## config.mk

```make
export PLATFORM = sky130hd
export DESIGN_NAME = device_registry_with_classify_unit
export DESIGN_NICKNAME = d
export VERILOG_FILES = /design/src/hdl/devreg_pkg.sv /design/src/hdl/devreg_front.sv /design/src/hdl/devreg_cmdq.sv /design/src/hdl/devreg_back.sv /design/src/hdl/device_registry_with_classify_unit.sv
export SDC_FILE = /design/constraint.sdc
export NUM_CORES = 2
export LEC_CHECK = 0
export BUFFER_PORTS_ARGS = -buffer_cell sky130_fd_sc_hd__buf_2
export CAP_MARGIN = 20
export CORE_UTILIZATION = 64
export CTS_BUF_LIST = sky130_fd_sc_hd__clkbuf_8
export DETAILED_ROUTE_END_ITERATION = 12
export HOLD_SLACK_MARGIN = 0.12
export PLACE_DENSITY_LB_ADDON = 0.15
export REMOVE_ABC_BUFFERS = 1
export SLEW_MARGIN = 15
export SYNTH_ARGS = -nofsm -noshare
export SYNTH_HDL_FRONTEND = slang
export SYNTH_SLANG_ARGS = --single-unit
export TNS_END_PERCENT = 30
```

## constraint.sdc

```tcl
create_clock -name clk -period 8.1 [get_ports clk]
set_input_delay 0.405 -clock clk [delete_from_list [all_inputs] [get_ports clk]]
set_output_delay 0.405 -clock clk [all_outputs]
set_load 0.005 [all_outputs]
```

## src/hdl/devreg_pkg.sv

```systemverilog
// Shared types, codes and constants of the device registry.
// No dependencies; imported by every registry module.
package devreg_pkg;

  typedef enum logic [1:0] {
    REQ_ATTACH = 2'd0,
    REQ_DETACH = 2'd1,
    REQ_SWEEP  = 2'd2,
    REQ_READ   = 2'd3
  } req_t;

  typedef enum logic [2:0] {
    ST_ADDED    = 3'd0,
    ST_FULL     = 3'd1,
    ST_REMOVED  = 3'd2,
    ST_NOTFOUND = 3'd3,
    ST_SWEPT    = 3'd4,
    ST_IGNORED  = 3'd5,
    ST_READ     = 3'd6
  } status_t;

  localparam logic [1:0] TR_KNOWN         = 2'd0;
  localparam logic [1:0] TR_UNKNOWN       = 2'd1;
  localparam logic [1:0] TR_SUSPICIOUS    = 2'd2;
  localparam logic [1:0] TRUST_CODE_UNDEF = 2'd3;

  localparam logic [2:0] CFG_KEY0    = 3'd0;
  localparam logic [2:0] CFG_KEY1    = 3'd1;
  localparam logic [2:0] CFG_KEY2    = 3'd2;
  localparam logic [2:0] CFG_TRUST   = 3'd3;
  localparam logic [2:0] CFG_HOST    = 3'd4;
  localparam logic [2:0] CFG_TIMEOUT = 3'd5;

  localparam logic [31:0] KEY0_RST    = 32'd74301579;
  localparam logic [31:0] KEY1_RST    = 32'd125916561;
  localparam logic [31:0] KEY2_RST    = 32'd416370401;
  localparam logic [5:0]  TRUST_RST   = 6'd36;
  localparam logic [31:0] HOST_RST    = 32'd381682140;
  localparam logic [30:0] TIMEOUT_RST = 31'd30;

  localparam logic [3:0] BLINK_CNT_KNOWN      = 4'd3;
  localparam logic [3:0] BLINK_CNT_UNKNOWN    = 4'd5;
  localparam logic [3:0] BLINK_CNT_SUSPICIOUS = 4'd10;
  localparam logic [8:0] BLINK_HALF_KNOWN      = 9'd300;
  localparam logic [8:0] BLINK_HALF_UNKNOWN    = 9'd150;
  localparam logic [8:0] BLINK_HALF_SUSPICIOUS = 9'd80;

  localparam int CQ_DEPTH = 2;

  typedef struct packed {
    req_t        req_type;
    logic [15:0] vendor_id;
    logic [15:0] product_id;
    logic [7:0]  device_class;
    logic [2:0]  link_speed;
    logic [31:0] now_time;
    logic [3:0]  read_slot;
  } in_word_t;

  typedef struct packed {
    status_t     status;
    logic [1:0]  trust_level;
    logic [3:0]  slot_used;
    logic        slot_active;
    logic [15:0] out_vendor_id;
    logic [15:0] out_product_id;
    logic [7:0]  out_device_class;
    logic [2:0]  out_link_speed;
    logic [3:0]  blink_count;
    logic [8:0]  blink_half_period;
    logic [4:0]  swept_count;
  } out_word_t;

  typedef struct packed {
    logic [31:0] key0;
    logic [31:0] key1;
    logic [31:0] key2;
    logic [5:0]  trust_codes;
    logic [31:0] host_key;
    logic [30:0] timeout;
  } cls_cfg_t;

  typedef struct packed {
    req_t        req;
    logic        ignored;
    logic [1:0]  trust;
    logic [15:0] vendor;
    logic [15:0] product;
    logic [7:0]  cls_code;
    logic [2:0]  speed;
    logic [31:0] now;
    logic [31:0] cutoff;
    logic [3:0]  read_slot;
  } cmd_t;

  typedef struct packed {
    logic [15:0] vendor;
    logic [15:0] product;
    logic [7:0]  cls_code;
    logic [2:0]  speed;
    logic [1:0]  trust;
    logic [31:0] stamp;
  } entry_t;

  function automatic logic [1:0] trust_of_code(input logic [1:0] code);
    return (code == TRUST_CODE_UNDEF) ? TR_UNKNOWN : code;
  endfunction

  function automatic logic [3:0] blink_count_of(input logic [1:0] trust);
    case (trust)
      TR_KNOWN:      return BLINK_CNT_KNOWN;
      TR_SUSPICIOUS: return BLINK_CNT_SUSPICIOUS;
      default:       return BLINK_CNT_UNKNOWN;
    endcase
  endfunction

  function automatic logic [8:0] blink_half_of(input logic [1:0] trust);
    case (trust)
      TR_KNOWN:      return BLINK_HALF_KNOWN;
      TR_SUSPICIOUS: return BLINK_HALF_SUSPICIOUS;
      default:       return BLINK_HALF_UNKNOWN;
    endcase
  endfunction

endpackage

```

## src/hdl/devreg_front.sv

```systemverilog
// Front end: takes input words, classifies vendor:product and forms commands.
// Depends on devreg_pkg.
module devreg_front import devreg_pkg::*; (
  input  logic     in_push,
  output logic     in_full,
  input  in_word_t in_word,
  input  cls_cfg_t cfg,
  input  logic     q_full,
  output logic     q_push,
  output cmd_t     q_data
);

  logic [31:0] key;
  logic [1:0]  trust;

  assign key = {in_word.vendor_id, in_word.product_id};

  always_comb begin
    if (key == cfg.key0) begin
      trust = trust_of_code(cfg.trust_codes[1:0]);
    end else if (key == cfg.key1) begin
      trust = trust_of_code(cfg.trust_codes[3:2]);
    end else if (key == cfg.key2) begin
      trust = trust_of_code(cfg.trust_codes[5:4]);
    end else begin
      trust = TR_UNKNOWN;
    end
  end

  always_comb begin
    q_data           = '0;
    q_data.req       = in_word.req_type;
    q_data.ignored   = (key == cfg.host_key) &&
                       ((in_word.req_type == REQ_ATTACH) || (in_word.req_type == REQ_DETACH));
    q_data.trust     = trust;
    q_data.vendor    = in_word.vendor_id;
    q_data.product   = in_word.product_id;
    q_data.cls_code  = in_word.device_class;
    q_data.speed     = in_word.link_speed;
    q_data.now       = in_word.now_time;
    q_data.cutoff    = in_word.now_time - {1'b0, cfg.timeout};
    q_data.read_slot = in_word.read_slot;
  end

  assign in_full = q_full;
  assign q_push  = in_push && !q_full;

endmodule

```

## src/hdl/devreg_cmdq.sv

```systemverilog
// Short command queue between the front end and the registry back end.
// Depends on devreg_pkg.
module devreg_cmdq import devreg_pkg::*; (
  input  logic clk,
  input  logic rst_n,
  input  logic push,
  input  cmd_t wdata,
  output logic full,
  input  logic pop,
  output cmd_t rdata,
  output logic empty
);

  localparam int PW = (CQ_DEPTH > 1) ? $clog2(CQ_DEPTH) : 1;
  localparam int CW = $clog2(CQ_DEPTH + 1);
  localparam logic [PW-1:0] PTR_LAST = PW'(CQ_DEPTH - 1);
  localparam logic [CW-1:0] CNT_FULL = CW'(CQ_DEPTH);

  cmd_t            slot_r [CQ_DEPTH];
  logic [PW-1:0]   wr_ptr_r;
  logic [PW-1:0]   rd_ptr_r;
  logic [CW-1:0]   cnt_r;
  logic            do_push;
  logic            do_pop;

  assign full    = (cnt_r == CNT_FULL);
  assign empty   = (cnt_r == '0);
  assign do_push = push && !full;
  assign do_pop  = pop && !empty;
  assign rdata   = slot_r[rd_ptr_r];

  always_ff @(posedge clk) begin
    if (do_push) begin
      slot_r[wr_ptr_r] <= wdata;
    end
  end

  always_ff @(posedge clk) begin
    if (!rst_n) begin
      wr_ptr_r <= '0;
      rd_ptr_r <= '0;
      cnt_r    <= '0;
    end else begin
      if (do_push) begin
        wr_ptr_r <= (wr_ptr_r == PTR_LAST) ? '0 : wr_ptr_r + 1'b1;
      end
      if (do_pop) begin
        rd_ptr_r <= (rd_ptr_r == PTR_LAST) ? '0 : rd_ptr_r + 1'b1;
      end
      if (do_push && !do_pop) begin
        cnt_r <= cnt_r + 1'b1;
      end else if (do_pop && !do_push) begin
        cnt_r <= cnt_r - 1'b1;
      end
    end
  end

endmodule

```

## src/hdl/devreg_back.sv

```systemverilog
// Back end: slot table, one-slot-per-cycle scan sequencer and result register.
// Depends on devreg_pkg.
module devreg_back import devreg_pkg::*; #(
  parameter int DEPTH = 16
) (
  input  logic      clk,
  input  logic      rst_n,
  input  logic      q_empty,
  input  cmd_t      q_data,
  output logic      q_pop,
  input  logic      out_pop,
  output logic      out_empty,
  output out_word_t out_word
);

  localparam int IW = (DEPTH > 1) ? $clog2(DEPTH) : 1;
  localparam int CW = $clog2(DEPTH + 1);
  localparam logic [IW-1:0] LAST = IW'(DEPTH - 1);

  typedef enum logic {
    S_IDLE,
    S_RUN
  } state_t;

  state_t          state_r;
  cmd_t            cmd_r;
  logic [IW-1:0]   idx_r;
  logic [IW-1:0]   chk_idx_r;
  logic            chk_vld_r;
  logic [CW-1:0]   cnt_r;
  logic [CW-1:0]   cnt_nxt;
  logic [DEPTH-1:0] valid_r;
  out_word_t       res_r;
  out_word_t       res_nxt;
  logic            res_full_r;

  entry_t          entry_mem [DEPTH];
  entry_t          rd_data_r;
  entry_t          mem_wdata;
  logic            mem_we;

  logic            take;
  logic            finish;
  logic            set_en;
  logic            clr_en;
  logic            id_match;
  logic            stale;
  logic            in_range;
  logic [31:0]     age_diff;
  logic [IW+3:0]   rs_wide;
  logic [IW-1:0]   rs_idx;
  logic [IW+3:0]   idx_wide;
  logic [IW+3:0]   chk_wide;
  logic [CW+4:0]   cnt_wide;

  assign take     = (state_r == S_IDLE) && !q_empty && !res_full_r;
  assign q_pop    = take;
  assign rs_wide  = {{IW{1'b0}}, q_data.read_slot};
  assign rs_idx   = rs_wide[IW-1:0];
  assign idx_wide = {4'd0, idx_r};
  assign chk_wide = {4'd0, chk_idx_r};
  assign age_diff = rd_data_r.stamp - cmd_r.cutoff;
  assign stale    = age_diff[31];
  assign id_match = (rd_data_r.vendor == cmd_r.vendor) && (rd_data_r.product == cmd_r.product);
  assign in_range = (32'(cmd_r.read_slot) < 32'(DEPTH));

  assign mem_we = (state_r == S_RUN) && (cmd_r.req == REQ_ATTACH) && !valid_r[idx_r];
  always_comb begin
    mem_wdata          = '0;
    mem_wdata.vendor   = cmd_r.vendor;
    mem_wdata.product  = cmd_r.product;
    mem_wdata.cls_code = cmd_r.cls_code;
    mem_wdata.speed    = cmd_r.speed;
    mem_wdata.trust    = cmd_r.trust;
    mem_wdata.stamp    = cmd_r.now;
  end

  always_ff @(posedge clk) begin
    if (mem_we) begin
      entry_mem[idx_r] <= mem_wdata;
    end
    rd_data_r <= entry_mem[idx_r];
  end

  always_comb begin
    res_nxt = '0;
    finish  = 1'b0;
    set_en  = 1'b0;
    clr_en  = 1'b0;
    cnt_nxt = cnt_r;
    if (chk_vld_r && valid_r[chk_idx_r] && stale) begin
      cnt_nxt = cnt_r + 1'b1;
    end
    cnt_wide = {5'd0, cnt_nxt};
    case (state_r)
      S_IDLE: begin
        if (take && q_data.ignored) begin
          res_nxt.status = ST_IGNORED;
          finish         = 1'b1;
        end
      end
      S_RUN: begin
        case (cmd_r.req)
          REQ_ATTACH: begin
            res_nxt.trust_level       = cmd_r.trust;
            res_nxt.blink_count       = blink_count_of(cmd_r.trust);
            res_nxt.blink_half_period = blink_half_of(cmd_r.trust);
            if (!valid_r[idx_r]) begin
              res_nxt.status    = ST_ADDED;
              res_nxt.slot_used = idx_wide[3:0];
              set_en            = 1'b1;
              finish            = 1'b1;
            end else if (idx_r == LAST) begin
              res_nxt.status = ST_FULL;
              finish         = 1'b1;
            end
          end
          REQ_DETACH: begin
            if (chk_vld_r && valid_r[chk_idx_r] && id_match) begin
              res_nxt.status    = ST_REMOVED;
              res_nxt.slot_used = chk_wide[3:0];
              clr_en            = 1'b1;
              finish            = 1'b1;
            end else if (chk_vld_r && (chk_idx_r == LAST)) begin
              res_nxt.status = ST_NOTFOUND;
              finish         = 1'b1;
            end
          end
          REQ_SWEEP: begin
            clr_en = chk_vld_r && valid_r[chk_idx_r] && stale;
            if (chk_vld_r && (chk_idx_r == LAST)) begin
              res_nxt.status      = ST_SWEPT;
              res_nxt.swept_count = cnt_wide[4:0];
              finish              = 1'b1;
            end
          end
          REQ_READ: begin
            if (chk_vld_r) begin
              res_nxt.status    = ST_READ;
              res_nxt.slot_used = cmd_r.read_slot;
              if (in_range) begin
                res_nxt.trust_level      = rd_data_r.trust;
                res_nxt.slot_active      = valid_r[idx_r];
                res_nxt.out_vendor_id    = rd_data_r.vendor;
                res_nxt.out_product_id   = rd_data_r.product;
                res_nxt.out_device_class = rd_data_r.cls_code;
                res_nxt.out_link_speed   = rd_data_r.speed;
              end
              finish = 1'b1;
            end
          end
          default: begin
            finish = 1'b1;
          end
        endcase
      end
      default: begin
        finish = 1'b0;
      end
    endcase
  end

  always_ff @(posedge clk) begin
    if (!rst_n) begin
      state_r    <= S_IDLE;
      valid_r    <= '0;
      res_full_r <= 1'b0;
      chk_vld_r  <= 1'b0;
    end else begin
      if (out_pop && res_full_r) begin
        res_full_r <= 1'b0;
      end
      if (finish) begin
        res_r      <= res_nxt;
        res_full_r <= 1'b1;
      end
      if (set_en) begin
        valid_r[idx_r] <= 1'b1;
      end
      if (clr_en) begin
        valid_r[chk_idx_r] <= 1'b0;
      end
      case (state_r)
        S_IDLE: begin
          if (take) begin
            cmd_r     <= q_data;
            chk_vld_r <= 1'b0;
            cnt_r     <= '0;
            idx_r     <= (q_data.req == REQ_READ) ? rs_idx : '0;
            if (!q_data.ignored) begin
              state_r <= S_RUN;
            end
          end
        end
        S_RUN: begin
          cnt_r     <= cnt_nxt;
          chk_idx_r <= idx_r;
          chk_vld_r <= 1'b1;
          if ((cmd_r.req != REQ_READ) && (idx_r != LAST) && !finish) begin
            idx_r <= idx_r + 1'b1;
          end
          if (finish) begin
            state_r <= S_IDLE;
          end
        end
        default: begin
          state_r <= S_IDLE;
        end
      endcase
    end
  end

  assign out_empty = !res_full_r;
  assign out_word  = res_r;

endmodule

```

## src/hdl/device_registry_with_classify_unit.sv

```systemverilog
// Top level of the device registry: configuration registers, front end,
// command queue and back end. Depends on devreg_pkg and the devreg_* modules.
//
//   channel  handshake          word
//   in       in_push / in_full  in_word (in_word_t)
//   out      out_pop / out_empty out_word (out_word_t)
//   cfg      cfg_wr_en          cfg_index, cfg_wdata
//
// In the back end, attach, detach and sweep scan the slot table, read
// looks up one slot, and an ignored host-board word skips the scan; the
// slot scan visits one slot per cycle through the single table read port.
// Two commands queue while the back end scans; a waiting result holds the
// back end until popped. Reset is synchronous, active low, and clears all
// active marks at once.
module device_registry_with_classify_unit import devreg_pkg::*; #(
  parameter int REGISTRY_DEPTH = 16
) (
  input  logic        clk,
  input  logic        rst_n,
  input  logic        in_push,
  output logic        in_full,
  input  in_word_t    in_word,
  output logic        out_empty,
  input  logic        out_pop,
  output out_word_t   out_word,
  input  logic        cfg_wr_en,
  input  logic [2:0]  cfg_index,
  input  logic [31:0] cfg_wdata
);

  cls_cfg_t cfg_r;
  logic     q_push;
  logic     q_full;
  logic     q_pop;
  logic     q_empty;
  cmd_t     q_wdata;
  cmd_t     q_rdata;

  always_ff @(posedge clk) begin
    if (!rst_n) begin
      cfg_r.key0        <= KEY0_RST;
      cfg_r.key1        <= KEY1_RST;
      cfg_r.key2        <= KEY2_RST;
      cfg_r.trust_codes <= TRUST_RST;
      cfg_r.host_key    <= HOST_RST;
      cfg_r.timeout     <= TIMEOUT_RST;
    end else if (cfg_wr_en) begin
      case (cfg_index)
        CFG_KEY0:    cfg_r.key0        <= cfg_wdata;
        CFG_KEY1:    cfg_r.key1        <= cfg_wdata;
        CFG_KEY2:    cfg_r.key2        <= cfg_wdata;
        CFG_TRUST:   cfg_r.trust_codes <= cfg_wdata[5:0];
        CFG_HOST:    cfg_r.host_key    <= cfg_wdata;
        CFG_TIMEOUT: cfg_r.timeout     <= cfg_wdata[30:0];
        default:     cfg_r             <= cfg_r;
      endcase
    end
  end

  devreg_front u_front (
    .in_push (in_push),
    .in_full (in_full),
    .in_word (in_word),
    .cfg     (cfg_r),
    .q_full  (q_full),
    .q_push  (q_push),
    .q_data  (q_wdata)
  );

  devreg_cmdq u_cmdq (
    .clk   (clk),
    .rst_n (rst_n),
    .push  (q_push),
    .wdata (q_wdata),
    .full  (q_full),
    .pop   (q_pop),
    .rdata (q_rdata),
    .empty (q_empty)
  );

  devreg_back #(
    .DEPTH (REGISTRY_DEPTH)
  ) u_back (
    .clk       (clk),
    .rst_n     (rst_n),
    .q_empty   (q_empty),
    .q_data    (q_rdata),
    .q_pop     (q_pop),
    .out_pop   (out_pop),
    .out_empty (out_empty),
    .out_word  (out_word)
  );

endmodule

```

==> impl_metrics.toml <==
[cts]
post_cts_buffers = 0
clockRootBuffer = "clkbuf_8"
ctsLongestPathBuffers = 4
clkSlewWorstSetupHoldPaths_ns = 0.06
cts_tree = "yes"
cts-buffers-inserted = 314
htreeDepth = 5
hold_buffers = 127
cts_num_sinks = 1922
postCtsResizedCells = 0
clk_latency_ns = 0.99

[synth]
yosys-top-cells-count = "edfxtp_1, mux4_2, nand2_1"
synth.most_common_cell = "edfxtp_1"
synth_top_area_share = 0.669
synth_seq_area_share = 0.740
synthFlopType = "edfxtp_1"
synth-edff-count = 1656
synth-async-reset-ratio = 0
synth_cell_type_count = 66
yosysWarnings = 0
synth_area_leaders = "edfxtp_1, mux4_2, dfxtp_1"
ys_seq_elements = 1922
synth_cells = 4022
syn_area_um2 = 74400
postSynthAreaPerCell_um2 = 18.5
synth_area_leader_cell = "edfxtp_1"

[timing]
setup_viol = 0
clock_skew_ns = 0.0645
slew_viol_final = 0
period_share = 0.660
finalWorstSetupSlack_ns = 2.76
rsz0062_at_grt = "false"
period_needed_ns = 5.34
fmax_ghz = 0.187
final.setup.tns_ns = 0
worst_pin_slew_ns = 1.08
max-slew-margin-rel = 0.280
finalHoldViolations = 0

[global_routing]
antenna_found_initial = 18
grt_max_degree = 118
grt_pass1_wl_um = 258000
grtUsageTotal = 0.307
grt_pass1_vias = 39200
grt_remaining_overflow = 0

[place]
globalplace.congestion = 0.879
numPlacedInstances = 5577
numPortBuffers = 192
dp_slack_ns = 2.81
dp_hpwl_um = 104000
placed_area_um2 = 77100

[detailed_routing]
drt.antenna.violating_nets = 0
wl_per_cell_um = 28.4
via_count = 39200
drt_pass1_iterations = 6
wirelength_um = 178000
post_drt_via_cell_ratio = 6.26
drtIter0Drc = 4400
drc = 0

[floorplanning]
core-area_um2 = 115000
rows = 124
io_pins = 194
fp.dieW_um = 343
die-height_um = 343
dieArea_um2 = 118000
start_util = 0.648

[finish]
fillers = 6727
fin_nets = 4702
multi_input_area_um2 = 18300
final-instance-count-excl-fill = 6254
syn_to_final_growth_pct = 13.0
seq_area_um2 = 55100
drive_gt1_frac = 0.247
finalInstanceArea_um2 = 84100

[critical_path]
cp.arrival_ns = 5.90
start_kind = "flip-flop"
r2r_cells = 8
criticalPathCategory = "reg2reg"
required_ns = 8.66
cp_num_buf_inv = 3
cpMostUsedCell = "buf_4"
worstReg2RegStart = "u_back.idx_r[1]"
crit_chain = "buf_4, mux4_2, mux4_2, nor2_2, nand2_1, nor3_4, buf_4, buf_4"
worstSetupStartpoint = "u_back.idx_r[1]"
crit_family = "buffers and inverters"
cp_max_fo = 40
reg2reg_to = "u_back.entry_mem[1][15]"
r2r_slack_ns = 2.76
cpMaxStageDelayCell = "edfxtp_1"
cp-end-kind = "flip-flop"
max_stage_delay_ns = 0.97

[hold_path]
worstHoldStart = "in_word[39]"
hp-class = "in2reg"
min_to = "u_cmdq.slot_r[0][71]"
hold_depth = 2

[power]
p_leak_nw = 28.5
power.density_nw_per_um2 = 294
peakVddDrop_uv = 306

[run]
drv_cap = 0

[status]
status = "complete, no violations"
==> cell usage in the layout, fill, tap and decap left out, types with 5 or more instances in the layout <==
cell type / n
buf_4: 58
and3_1: 57
mux4_2: 392
o211ai_1: 6
inv_1: 236
nand2_1: 387
and2_1: 9
buf_2: 191
nand3_1: 68
a311oi_1: 5
clkbuf_8: 346
o21a_1: 10
nand2b_1: 19
o21ai_0: 42
clkinv_1: 20
buf_12: 9
a22oi_1: 7
mux2_2: 114
a21boi_0: 111
dlygate4sd3_1: 127
dfxtp_1: 264
a21o_1: 22
clkinvlp_4: 6
ha_1: 72
clkinv_2: 11
nor2_4: 13
diode_2: 8
nand4_1: 39
nor2_1: 49
mux2i_1: 12
edfxtp_1: 1656
inv_6: 5
xnor2_1: 149
a21oi_1: 65
nor2b_1: 9
or3_1: 5
nor3_1: 15
nor4_1: 16
xor2_1: 44
==> sequential cells by signal (all words and copies together), names as in the netlist, named ones only <==
register / cells
u_back.state_r: 1
u_back.valid_r: 16
cfg_r: 165
u_back.out_word: 64
u_back.chk_idx_r: 4
u_back.chk_vld_r: 1
u_back.cmd_r: 115
u_cmdq.cnt_r: 2
u_cmdq.slot_r: 232
u_back.entry_mem: 1232
u_back.res_full_r: 1
u_cmdq.wr_ptr_r: 1
u_back.idx_r: 4
u_back.cnt_r: 5
u_back.rd_data_r: 77
u_cmdq.rd_ptr_r: 1
==> worst reg2reg max path, delay by kind of cell, from the launching register on <==
family	cells	cell delay, ns
muxes	2	0.99
DFF	1	0.97
and+or+nand+nor	3	0.91
buffers and inverters	3	2.04
==> worst max path at each step <==
stage,end,slack (ns),depth (start not counted)
after floorplan,u_back.valid_r[12],-9.35,7
after global placement,u_back.entry_mem[1][4],2.91,8
after detailed placement,u_back.entry_mem[1][4],2.81,8
after CTS,u_back.entry_mem[1][14],2.75,8
after global routing,u_back.entry_mem[1][17],2.56,8
final,u_back.entry_mem[1][15],2.76,8
==> power by group <==
part           total, W  switching (W)  internal [W]
Combinational   0.00435        0.00227       0.00208
Sequential       0.0127       0.000801        0.0119
Clock           0.00759        0.00363       0.00396
==> final cells by class <==
class,instances,share of cell area
Antenna cell,8,0.000238
Sequential cell,1922,0.655
Multi-Input combinational cell,1800,0.218
Tap cell,1512,0.0225
Clock inverter,196,0.0102
Inverter,85,0.00386
Timing Repair Buffer,385,0.0338
Clock buffer,346,0.0567
==> per-layer routing <==
metal	part of all wire	vias up	track usage
met4	0.027	12	0.102
met1	0.39	20000	0.437
met3	0.11	293	0.0850
li1	-	16700	-
met5	0.00043	-	0
met2	0.47	2106	0.468
==> stage by stage <==
stage,hold WS (ns),utilization,total power (W)
floorplan,0.439,-,0.0167
global placement,0.453,0.672,0.0171
detailed placement,0.460,0.672,0.0172
CTS,0.123,0.732,0.0248
global route,0.164,0.732,0.0256
finish,0.210,0.732,0.0247
==> logic make-up (layout without fill, tap and decap cells) <==
family                   count (synthesis)  after routing  share of synthesized area
multiplexers                           518            518                      0.138
AO/OA/AOI/OAI                          303            303                     0.0275
AND/OR/NAND/NOR                        712            712                     0.0438
flip-flops                            1922           1922                      0.740
XOR/XNOR                               193            193                     0.0227
other                                    1              9                  0.0000504
buffers and inverters                  300           1012                     0.0157
adder cells (fa/ha/maj)                 73             73                     0.0124
Power figures use the tool's default switching activity.
